<file path="src/rtl/core/pps_pkg.sv">
// Shared types and constants for the preemptive priority scheduler.
package pps_pkg;

   localparam int unsigned DEPTH  = 16;
   localparam int unsigned IDX_W  = $clog2(DEPTH);
   localparam int unsigned CNT_W  = $clog2(DEPTH + 1);
   localparam int unsigned ID_W   = 22;
   localparam int unsigned PRIO_W = 16;

   localparam logic CMD_SUBSCRIBE = 1'b0;
   localparam logic CMD_REMOVE    = 1'b1;

   typedef struct packed {
      logic [ID_W-1:0]   id;
      logic [PRIO_W-1:0] prio;
   } entry_type;

   // Request from the sequencer to the task table.
   typedef struct packed {
      logic              append;
      logic              remove;
      logic [ID_W-1:0]   id;
      logic [PRIO_W-1:0] prio;
   } tbl_cmd_type;

   // Status from the task table back to the sequencer.
   typedef struct packed {
      logic              full;
      logic              done;
      logic              best_valid;
      logic [ID_W-1:0]   best_id;
      logic [PRIO_W-1:0] best_prio;
   } tbl_sts_type;

   typedef enum logic [1:0] {
      ST_IDLE = 2'b01,
      ST_WALK = 2'b10
   } state_type;

endpackage

</file>
<file path="src/rtl/core/pps_table.sv">
// Task table: entry memory, fill count, and the remove/compact/rescan walk.
module pps_table (
   input  logic                 clock,
   input  logic                 reset,
   input  pps_pkg::tbl_cmd_type tbl_cmd,
   output pps_pkg::tbl_sts_type tbl_sts
);

   pps_pkg::entry_type mem [pps_pkg::DEPTH];

   logic [pps_pkg::CNT_W-1:0]  count_ff, count_in;
   logic                       walking_ff, walking_in;
   logic [pps_pkg::CNT_W-1:0]  rd_ptr_ff, rd_ptr_in;
   logic                       pend_ff, pend_in;
   logic [pps_pkg::IDX_W-1:0]  pend_idx_ff, pend_idx_in;
   logic                       found_ff, found_in;
   logic                       best_vld_ff, best_vld_in;
   pps_pkg::entry_type         best_ff, best_in;
   logic [pps_pkg::ID_W-1:0]   key_ff, key_in;
   pps_pkg::entry_type         rd_data_ff;

   logic                       full;
   logic                       issue;
   logic                       done;
   logic                       wr_en;
   logic [pps_pkg::IDX_W-1:0]  wr_addr;
   pps_pkg::entry_type         wr_data;

   assign full  = (count_ff >= pps_pkg::CNT_W'(pps_pkg::DEPTH));
   assign issue = walking_ff && (rd_ptr_ff < count_ff);
   assign done  = walking_ff && !issue && !pend_ff;

   always_comb begin
      count_in    = count_ff;
      walking_in  = walking_ff;
      rd_ptr_in   = rd_ptr_ff;
      pend_in     = issue;
      pend_idx_in = rd_ptr_ff[pps_pkg::IDX_W-1:0];
      found_in    = found_ff;
      best_vld_in = best_vld_ff;
      best_in     = best_ff;
      key_in      = key_ff;
      wr_en       = 1'b0;
      wr_addr     = count_ff[pps_pkg::IDX_W-1:0];
      wr_data     = '{id: tbl_cmd.id, prio: tbl_cmd.prio};

      if (tbl_cmd.append && !full) begin
         wr_en    = 1'b1;
         count_in = count_ff + pps_pkg::CNT_W'(1);
      end

      if (tbl_cmd.remove) begin
         walking_in  = 1'b1;
         rd_ptr_in   = '0;
         found_in    = 1'b0;
         best_vld_in = 1'b0;
         key_in      = tbl_cmd.id;
      end

      if (issue) begin
         rd_ptr_in = rd_ptr_ff + pps_pkg::CNT_W'(1);
      end

      // Drop the first match; shift every later row down one and track the best.
      if (pend_ff) begin
         if (!found_ff && (rd_data_ff.id == key_ff)) begin
            found_in = 1'b1;
         end else begin
            if (found_ff) begin
               wr_en   = 1'b1;
               wr_addr = pend_idx_ff - pps_pkg::IDX_W'(1);
               wr_data = rd_data_ff;
            end
            if (!best_vld_ff || (rd_data_ff.prio > best_ff.prio)) begin
               best_vld_in = 1'b1;
               best_in     = rd_data_ff;
            end
         end
      end

      if (done) begin
         walking_in = 1'b0;
         count_in   = count_ff - pps_pkg::CNT_W'(found_ff);
      end
   end

   always_ff @(posedge clock) begin
      if (reset) begin
         count_ff    <= '0;
         walking_ff  <= 1'b0;
         pend_ff     <= 1'b0;
         found_ff    <= 1'b0;
         best_vld_ff <= 1'b0;
      end else begin
         count_ff    <= count_in;
         walking_ff  <= walking_in;
         pend_ff     <= pend_in;
         found_ff    <= found_in;
         best_vld_ff <= best_vld_in;
      end
   end

   always_ff @(posedge clock) begin
      rd_ptr_ff   <= rd_ptr_in;
      pend_idx_ff <= pend_idx_in;
      best_ff     <= best_in;
      key_ff      <= key_in;
   end

   always_ff @(posedge clock) begin
      if (wr_en) begin
         mem[wr_addr] <= wr_data;
      end
   end

   always_ff @(posedge clock) begin
      rd_data_ff <= mem[rd_ptr_ff[pps_pkg::IDX_W-1:0]];
   end

   assign tbl_sts.full       = full;
   assign tbl_sts.done       = done;
   assign tbl_sts.best_valid = best_vld_ff;
   assign tbl_sts.best_id    = best_ff.id;
   assign tbl_sts.best_prio  = best_ff.prio;

endmodule

</file>
<file path="src/rtl/core/preemptive_priority_scheduler.sv">
// Top level of the preemptive priority scheduler.
// Subscribe: result strobe in the cycle after the one that accepts the command; busy stays low.
// Remove: busy while the table walk runs over the N entries held (at most 16);
//    the walk reads one table row per cycle through a single registered read port.
// Exactly one result word per command; the receiver cannot stall.
// Reset (synchronous, active high) empties the table and clears top and running task.
module preemptive_priority_scheduler (
   input  logic                        clock,
   input  logic                        reset,
   input  logic                        start,
   output logic                        busy,
   input  logic                        req_cmd,
   input  logic [pps_pkg::ID_W-1:0]    req_task_id,
   input  logic [pps_pkg::PRIO_W-1:0]  req_task_priority,
   output logic                        rsp_valid,
   output logic                        rsp_switched,
   output logic                        rsp_stop_valid,
   output logic [pps_pkg::ID_W-1:0]    rsp_stopped_id,
   output logic [pps_pkg::ID_W-1:0]    rsp_started_id,
   output logic                        rsp_top_valid,
   output logic [pps_pkg::PRIO_W-1:0]  rsp_top_priority,
   output logic                        rsp_dropped
);

   pps_pkg::state_type          state_ff, state_in;
   pps_pkg::tbl_cmd_type        tbl_cmd;
   pps_pkg::tbl_sts_type        tbl_sts;

   // Current top task and running task.
   logic                        top_vld_ff, top_vld_in;
   logic [pps_pkg::ID_W-1:0]    top_id_ff, top_id_in;
   logic [pps_pkg::PRIO_W-1:0]  top_prio_ff, top_prio_in;
   logic                        run_vld_ff, run_vld_in;
   logic [pps_pkg::ID_W-1:0]    run_id_ff, run_id_in;

   // Result word registers.
   logic                        rsp_valid_ff, rsp_valid_in;
   logic                        sw_ff, sw_in;
   logic                        stop_ff, stop_in;
   logic [pps_pkg::ID_W-1:0]    stopped_ff, stopped_in;
   logic [pps_pkg::ID_W-1:0]    started_ff, started_in;
   logic                        topv_ff;
   logic [pps_pkg::PRIO_W-1:0]  topp_ff, topp_in;
   logic                        drop_ff, drop_in;

   logic                        accept;
   logic                        commit;

   assign busy   = (state_ff == pps_pkg::ST_WALK);
   assign accept = start && !busy;

   pps_table u_table (
      .clock   (clock),
      .reset   (reset),
      .tbl_cmd (tbl_cmd),
      .tbl_sts (tbl_sts)
   );

   always_comb begin
      state_in     = state_ff;
      tbl_cmd      = '{append: 1'b0, remove: 1'b0, id: req_task_id, prio: req_task_priority};
      top_vld_in   = top_vld_ff;
      top_id_in    = top_id_ff;
      top_prio_in  = top_prio_ff;
      drop_in      = 1'b0;
      commit       = 1'b0;

      unique case (state_ff)
         pps_pkg::ST_IDLE: begin
            if (accept) begin
               if (req_cmd == pps_pkg::CMD_SUBSCRIBE) begin
                  // Append; take over the top when there is none or on a strictly greater priority.
                  tbl_cmd.append = 1'b1;
                  commit         = 1'b1;
                  if (tbl_sts.full) begin
                     drop_in = 1'b1;
                  end else if (!top_vld_ff || (req_task_priority > top_prio_ff)) begin
                     top_vld_in  = 1'b1;
                     top_id_in   = req_task_id;
                     top_prio_in = req_task_priority;
                  end
               end else begin
                  // Remove: hand off to the table walk.
                  tbl_cmd.remove = 1'b1;
                  state_in       = pps_pkg::ST_WALK;
               end
            end
         end
         pps_pkg::ST_WALK: begin
            if (tbl_sts.done) begin
               // Adopt the rescan result; an empty table clears the top.
               commit      = 1'b1;
               state_in    = pps_pkg::ST_IDLE;
               top_vld_in  = tbl_sts.best_valid;
               top_id_in   = tbl_sts.best_valid ? tbl_sts.best_id : '0;
               top_prio_in = tbl_sts.best_valid ? tbl_sts.best_prio : '0;
            end
         end
         default: begin
            state_in = pps_pkg::ST_IDLE;
         end
      endcase
   end

   // Schedule check on the new top; an empty table leaves the running task alone.
   always_comb begin
      run_vld_in   = run_vld_ff;
      run_id_in    = run_id_ff;
      rsp_valid_in = commit;
      sw_in        = 1'b0;
      stop_in      = 1'b0;
      stopped_in   = '0;
      started_in   = '0;
      topp_in      = top_vld_in ? top_prio_in : '0;

      if (commit && top_vld_in && (!run_vld_ff || (top_id_in != run_id_ff))) begin
         sw_in      = 1'b1;
         started_in = top_id_in;
         if (run_vld_ff) begin
            stop_in    = 1'b1;
            stopped_in = run_id_ff;
         end
         run_vld_in = 1'b1;
         run_id_in  = top_id_in;
      end
   end

   always_ff @(posedge clock) begin
      if (reset) begin
         state_ff     <= pps_pkg::ST_IDLE;
         top_vld_ff   <= 1'b0;
         top_id_ff    <= '0;
         top_prio_ff  <= '0;
         run_vld_ff   <= 1'b0;
         run_id_ff    <= '0;
         rsp_valid_ff <= 1'b0;
      end else begin
         state_ff     <= state_in;
         top_vld_ff   <= top_vld_in;
         top_id_ff    <= top_id_in;
         top_prio_ff  <= top_prio_in;
         run_vld_ff   <= run_vld_in;
         run_id_ff    <= run_id_in;
         rsp_valid_ff <= rsp_valid_in;
      end
   end

   // Hold the result word between commits.
   always_ff @(posedge clock) begin
      if (commit) begin
         sw_ff      <= sw_in;
         stop_ff    <= stop_in;
         stopped_ff <= stopped_in;
         started_ff <= started_in;
         topv_ff    <= top_vld_in;
         topp_ff    <= topp_in;
         drop_ff    <= drop_in;
      end
   end

   assign rsp_valid        = rsp_valid_ff;
   assign rsp_switched     = sw_ff;
   assign rsp_stop_valid   = stop_ff;
   assign rsp_stopped_id   = stopped_ff;
   assign rsp_started_id   = started_ff;
   assign rsp_top_valid    = topv_ff;
   assign rsp_top_priority = topp_ff;
   assign rsp_dropped      = drop_ff;

endmodule

</file>
<file path="config.mk">
export PLATFORM = sky130hd
export DESIGN_NAME = preemptive_priority_scheduler
export DESIGN_NICKNAME = d
export VERILOG_FILES = /design/src/rtl/core/pps_pkg.sv /design/src/rtl/core/pps_table.sv /design/src/rtl/core/preemptive_priority_scheduler.sv
export SDC_FILE = /design/constraint.sdc
export NUM_CORES = 1
export LEC_CHECK = 0
export BUFFER_PORTS_ARGS = -buffer_cell sky130_fd_sc_hd__buf_4
export CORE_AREA = 2 2 277 279
export CTS_BUF_LIST = sky130_fd_sc_hd__clkbuf_4
export CTS_CLUSTER_SIZE = 16
export DETAILED_ROUTE_END_ITERATION = 10
export DIE_AREA = 0 0 279 281
export SYNTH_ARGS = -nofsm -noshare
export SYNTH_HDL_FRONTEND = slang
export SYNTH_SLANG_ARGS = --single-unit
</file>
<file path="constraint.sdc">
create_clock -name clock -period 8.1 [get_ports clock]
set_clock_uncertainty 0.2 [all_clocks]
set_input_delay 0.81 -clock clock [delete_from_list [all_inputs] [get_ports clock]]
set_output_delay 0.81 -clock clock [all_outputs]
set_load 0.01 [all_outputs]
</file>
Word level (Yosys, flattened, before mapping):

Memories as Yosys holds them, arrays and structs flattened. A register that Yosys moved wholly into a read port is not among the register bits.
Index checks and enable logic that the tools add are counted.

* register bits: 207
* RAM bits: 608
* bits of input ports: 42
* output and inout bits: 66
* word-level logic and storage cells: 126
* memories: 1

* add/sub/neg operators: 4
* magnitude comparators: 4
* eq/ne operators: 7
* mux-type cells: 57
* bitwise logic cells: 3
* reductions and logical operators: 26

Memory list
* u_table.mem: depth 16, bits a word 38, rd ports 1, clocked after memory_dff 1, wr ports 1, line pps_table.sv:9 `pps_pkg::entry_type mem [pps_pkg::DEPTH];`

Operators with widths (count)
* 2-to-1 mux 22 bit: 6
* 2-to-1 mux 38 bit: 3
* 2-to-1 mux 16 bit: 6
* case mux 22 bit (2 select lines): 1
* greater-than comparator 16 bit: 2
* case mux 16 bit (2 select lines): 1
* 2-to-1 mux 1 bit: 25
* == test 22 bit: 1
* inequality test 22 bit: 1
* 2-to-1 mux 5 bit: 4
* 2-to-1 mux 4 bit: 3
* adder 5 x 1 -> 5 bit (second input constant): 2
* 2-to-1 mux 2 bit: 5
* logical AND 1 bit: 8
* zero test 1 bit: 8
* AND reduction 3 bit: 2
* greater-or-equal comparator 5 bit (second input constant): 1
* < comparator 5 bit: 1
* subtractor 5 x 1 -> 5 bit: 1
* inequality test 2 bit (second input constant): 2
* case mux 1 bit (2 select lines): 2
* case mux 2 bit (2 select lines): 1
* nonzero test 2 bit: 2
* subtractor 4 x 1 -> 4 bit (second input constant): 1
* other kinds (8): 12

Depth between registers and ports, before layout:

* depth in word-level cells: 12
* depth in mapped cells: 19
* depth with buffers taken out: 15

Hierarchy:

A second synthesis with hierarchy kept.

* cells, all modules: 2013
* area total of the unflattened synthesis: 34544.4 µm²

Modules (own cells, without submodules)
* pps_table: times used 1, cells an instance 1208, area each 27556.4 µm², sequential area each 21230.4 µm²
* preemptive_priority_scheduler: times used 1, cells an instance 805, area each 6988.0 µm², sequential area each 3223.1 µm²

Worst setup path before layout:

OpenSTA, ideal clock, no wires.

* kind: reg-to-reg
* from: register u_table.count_ff[1] in the netlist's numbering
* to: register run_id_ff[12] in the netlist's numbering
* setup time: 0.132 ns
* data arrival time: 5.974 ns
* required time: 7.768 ns
* slack: 1.794 ns
* stages on the path, launching flop included: 14
* path buffers: 3
* period minus slack after synthesis: 6.306 ns
* cell sequence: dfxtp_1 -> inv_1 -> ha_1 -> a31oi_1 -> clkbuf_1 -> nand2b_1 -> o22ai_1 -> a21oi_1 -> nor2_1 -> o41ai_1 -> clkbuf_1 -> clkbuf_1 -> o21ai_0 -> a21oi_1

* elaborated cells between the ends (all ways): 22
* classes of those cells: order compare (2); eq/ne (1); mux (12); reduce/logical (7)

RTL lines
* start, declared: line pps_table.sv:11 `logic [pps_pkg::CNT_W-1:0] count_ff, count_in;`
* start signal, assigned: line pps_table.sv:95 `count_ff <= count_in;`
* < comparator 5 bit: line pps_table.sv:30 `assign issue = walking_ff && (rd_ptr_ff < count_ff);`
* logical AND 1 bit: line pps_table.sv:30
* zero test 1 bit: line pps_table.sv:31 `assign done = walking_ff && !issue && !pend_ff;`
* logical AND 1 bit (2 in series): line pps_table.sv:31
* 2-to-1 mux 1 bit: line preemptive_priority_scheduler.sv:90 `if (tbl_sts.done) begin`
* case mux 1 bit (2 select lines): line preemptive_priority_scheduler.sv:68 `unique case (state_ff)`
* named net commit: line preemptive_priority_scheduler.sv:47 `logic commit;`
* logical AND 1 bit (2 in series): line preemptive_priority_scheduler.sv:116 `if (commit && top_vld_in && (!run_vld_ff || (top_id_in != run_id_ff))) begin`
* end signal, assigned: line preemptive_priority_scheduler.sv:143 `run_id_ff <= run_id_in;`
* end, declared: line preemptive_priority_scheduler.sv:34 `logic [pps_pkg::ID_W-1:0] run_id_ff, run_id_in;`

The timed path passes the listed nets, and every way through them passes these cells.
A chain may end at the register's enable or synchronous reset.

Worst setup path after layout:

* from: register u_table.count_ff[4] in the netlist's numbering
* to: register stopped_ff, in the netlist rsp_stopped_id[2] (data pin)

* word-level cells in the longest chain between the ends: 11
* elaborated cells between the ends (all ways): 23
* classes of those cells: order compare (2); eq/ne (1); mux (12); reduce/logical (8)

Ends and longest elaborated chain
* < comparator 5 bit: line pps_table.sv:30
* logical AND 1 bit: line pps_table.sv:30
* zero test 1 bit: line pps_table.sv:31
* logical AND 1 bit (2 in series): line pps_table.sv:31
* 2-to-1 mux 22 bit: line preemptive_priority_scheduler.sv:90
* case mux 22 bit (2 select lines): line preemptive_priority_scheduler.sv:68
* inequality test 22 bit: line preemptive_priority_scheduler.sv:116
* logical OR 1 bit: line preemptive_priority_scheduler.sv:116
* logical AND 1 bit *: line preemptive_priority_scheduler.sv:116
* AND reduction 2 bit (no source line) *
* end signal, assigned: line preemptive_priority_scheduler.sv:153 `stopped_ff <= stopped_in;`
* end, declared: line preemptive_priority_scheduler.sv:40 `logic [pps_pkg::ID_W-1:0] stopped_ff, stopped_in;`

Mark *: on every way between the ends. The rest lies on a longest branch, timed or not.

==> metrics.md <==
| Metric | Value |
|---|---|
| Clock tree buffer depth | `3` |
| Die width | `279 um` |
| Setup slack at placement | `1.73 ns` |
| Number of synthesized flops with an enable pin | `737` |
| GRT Util Overall | `24.4%` |
| Largest net degree at the start of global routing | `156` |
| Design area | `0.0402 mm2` |
| Worst-case hold slack | `0.172 ns` |
| Clk sinks | `853` |
| Residual DRC | `0` |
| H-Tree Level Count | `4` |
| Final RePlAce weighted congestion | `0.937` |
| Placed Area | `0.0372 mm2` |
| Detailed placer's ending HPWL | `58.3 mm` |
| Global-route wire length before repair | `139 mm` |
| Initial antenna violation count | `3` |
| Gate Count Post-Synth | `2102` |
| # setup viols final | `0` |
| DRT iter0 DRCs | `2062` |
| Reg2reg start | `u_table.count_ff[4]$_SDFFE_PP0P_` |
| Per-cell routed wire length | `26.5 um` |
| Max Slew Vio Count | `0` |
| Standby leakage power | `13.5 nW` |
| RSZ-0062 raised after global routing | `false` |
| Final cell count without fillers | `3543` |
| PortBufs | `107` |
| Clk root buf | `clkbuf_4` |
| Crit path DAT | `6.54 ns` |
| Number of buffers created by CTS | `208` |
| Peak VDD IR | `0.000110 V` |
| Synth Area per Inst | `16.7 um2` |
| Worst-margin pin slew | `1.18 ns` |
| Vias in the first global route | `21200` |
| Post-route ant nets | `0` |
| Hold Vio Cnt, Final | `0` |
| Starting density of the core | `46.5%` |
| Setup ws final | `2.08 ns` |
| Fraction of registers with async set or reset after synthesis | `0%` |
| Core ar. | `0.0754 mm2` |
| Pwr dens | `235 mW/mm2` |
| Setup TNS | `0 ns` |
| Slew headroom | `21.0%` |
| TritonCTS clock tree | `yes` |
| Setup crit start | `u_table.count_ff[4]$_SDFFE_PP0P_` |
| Outcome | `completed` |
| HP Class | `in2reg` |
| FMAX | `0.166 GHz` |
| Synthesized cell area | `0.0351 mm2` |
| Fill cells | `6187` |
| Ports | `108` |
| Pwr Total | `9.47 mW` |
| Vias per cell | `5.82` |
| Core Util, Final | `53.3%` |
| Final critical-path required period | `6.02 ns` |
| Critical path required time | `8.62 ns` |
| # Max-Cap Violations | `0` |
| Via count | `20600` |
| Worst R2R Setup Slack | `2.08 ns` |
| Sequential cell area fraction in the yosys report | `69.7%` |
| #FFs+latches synth | `853` |
| Most used cells in the layout excluding fill and tap cells | `edfxtp_1 (737), clkbuf_4 (331), mux4_2 (190), buf_4 (150), nand2_1 (118)` |
| Total congestion overflow | `0` |
| Site row count | `101` |
| DIE HEIGHT | `281 um` |
| Share of post-route cells with drive strength above 1 | `30.1%` |
| Final WL | `93.7 mm` |
| Synthesis-to-finish area growth | `14.7%` |
| Final Cycle Share | `74.4%` |
| Cells after DPL | `3127` |
| CP max FO | `43` |
| Critical Path Source Type | `register` |
| Clock latency on the worst-skew pair | `1.05 ns` |
| Die Footprint | `0.0784 mm2` |
| Top FF cell, synth | `edfxtp_1` |
| Crit path kind | `reg2reg` |
| # resized after CTS | `0` |
| HP Start | `req_task_priority[1]` |
| Post-Syn Nets | `2189` |
| Most common cell after layout, fill and taps aside | `edfxtp_1` |
| Final #Nets | `2471` |
| CP endpoint kind | `register` |
| YS warnings | `0` |
| Clock slew seen by the registers of the worst setup and hold paths | `0.06 ns` |
| Detailed Routing Iterations Pass 1 | `5` |
| Cell variety after synth | `86` |
what timing repair did:
item	4_1_cts	5_1_grt
hold endpoints to repair	24	0
hold buffers	25	0
setup buffers	0	0
synthesized netlist by cell type, types with 9 or more instances:
cell / count / area (um2)
xnor2_1: 18 / 158
nor3_1: 29 / 145
nor2_1: 107 / 402
ha_1: 44 / 551
o21ai_0: 30 / 150
nand2_1: 119 / 447
and2_1: 24 / 150
clkbuf_1: 75 / 282
nand2b_1: 19 / 119
a31oi_1: 13 / 81.3
dfxtp_1: 116 / 2320
nor4_1: 10 / 62.6
inv_1: 86 / 323
a21oi_1: 92 / 460
mux4_2: 190 / 4280
edfxtp_1: 737 / 22100
o22ai_1: 25 / 156
o211ai_1: 17 / 128
or3_1: 9 / 56.3
o21a_1: 15 / 113
xor2_1: 12 / 105
nor2b_1: 37 / 231
mux2_2: 42 / 473
nand3_1: 33 / 165
a22oi_1: 9 / 67.6
buf_1: 19 / 71.3
nand4_1: 20 / 125
metal layers:
| metal | global-route usage (%) | vias to the layer above | part of all wire [%] |
|---|---|---|---|
| met5 | 0 | - | 0 |
| met4 | 8.64 | 0 | 2.7 |
| met1 | 33.2 | 10600 | 42 |
| met3 | 4.87 | 137 | 6.4 |
| li1 | - | 9044 | - |
| met2 | 39.4 | 848 | 49 |
worst max-delay path, stage by stage, from the launching register on:
cell,delay [ns]
dfxtp_1,0.49
inv_1,0.13
ha_1,0.36
a21oi_1,0.10
or3_1,0.39
o41ai_4,0.07
buf_4,0.52
nand2_1,0.23
a32oi_1,0.49
o2111ai_1,0.15
or4_1,0.46
or4_1,0.43
or4_1,0.68
o21ai_4,0.68
buf_4,0.29
nor3_1,0.06
power by group:
part | leakage [nW] | internal, mW | switching, mW | total (mW)
clock network | 1.65 | 1.86 | 1.69 | 3.55
registers | 7.64 | 4.90 | 0.0991 | 5.00
logic | 4.26 | 0.366 | 0.558 | 0.924
total | 13.5 | 7.13 | 2.35 | 9.47
final cells by class:
class,count,area [um2],share of cell area (%)
timing repair buffer,177,1420,3.52
tap,978,1220,3.04
multi-input combinational,1056,10000,25.0
clock buffer,331,2480,6.18
inverter,88,330,0.821
antenna,3,7.51,0.0187
clock inverter,57,278,0.690
sequential,853,24500,60.8
cell families (layout without fill, tap and decap cells):
logic type | Yosys count | count (layout) | share of synthesized area (%)
fa+ha+maj | 45 | 45 | 1.63
compound gates | 299 | 299 | 5.77
mux | 233 | 233 | 13.6
buf+inv | 193 | 653 | 2.16
simple gates | 449 | 449 | 6.42
xor+xnor | 30 | 30 | 0.749
flops | 853 | 853 | 69.7
other cells | 0 | 3 | 0
state kept, by name, summed over array words and instances (netlist names), 2 cells and up:
register / flops
u_table.mem: 608
u_table.rd_data_ff: 38
u_table.tbl_sts: 38
rsp_started_id: 22
rsp_stopped_id: 22
run_id_ff: 22
top_id_ff: 22
u_table.key_ff: 22
rsp_top_priority: 16
top_prio_ff: 16
u_table.count_ff: 5
u_table.rd_ptr_ff: 5
u_table.pend_idx_ff: 4
state_ff: 2
final timing paths:
check / endpoint / cells after the start
worst max-delay path: rsp_stopped_id[2]$_SDFFCE_PN0P_ / 15
worst max register to register: rsp_stopped_id[2]$_SDFFCE_PN0P_ / 15
worst min register to register: u_table.tbl_sts[0]$_DFFE_PP_ / 0
worst min-delay path: u_table.mem[2][1]$_DFFE_PP_ / 2
No activity file was read; power rests on OpenSTA's default activity.
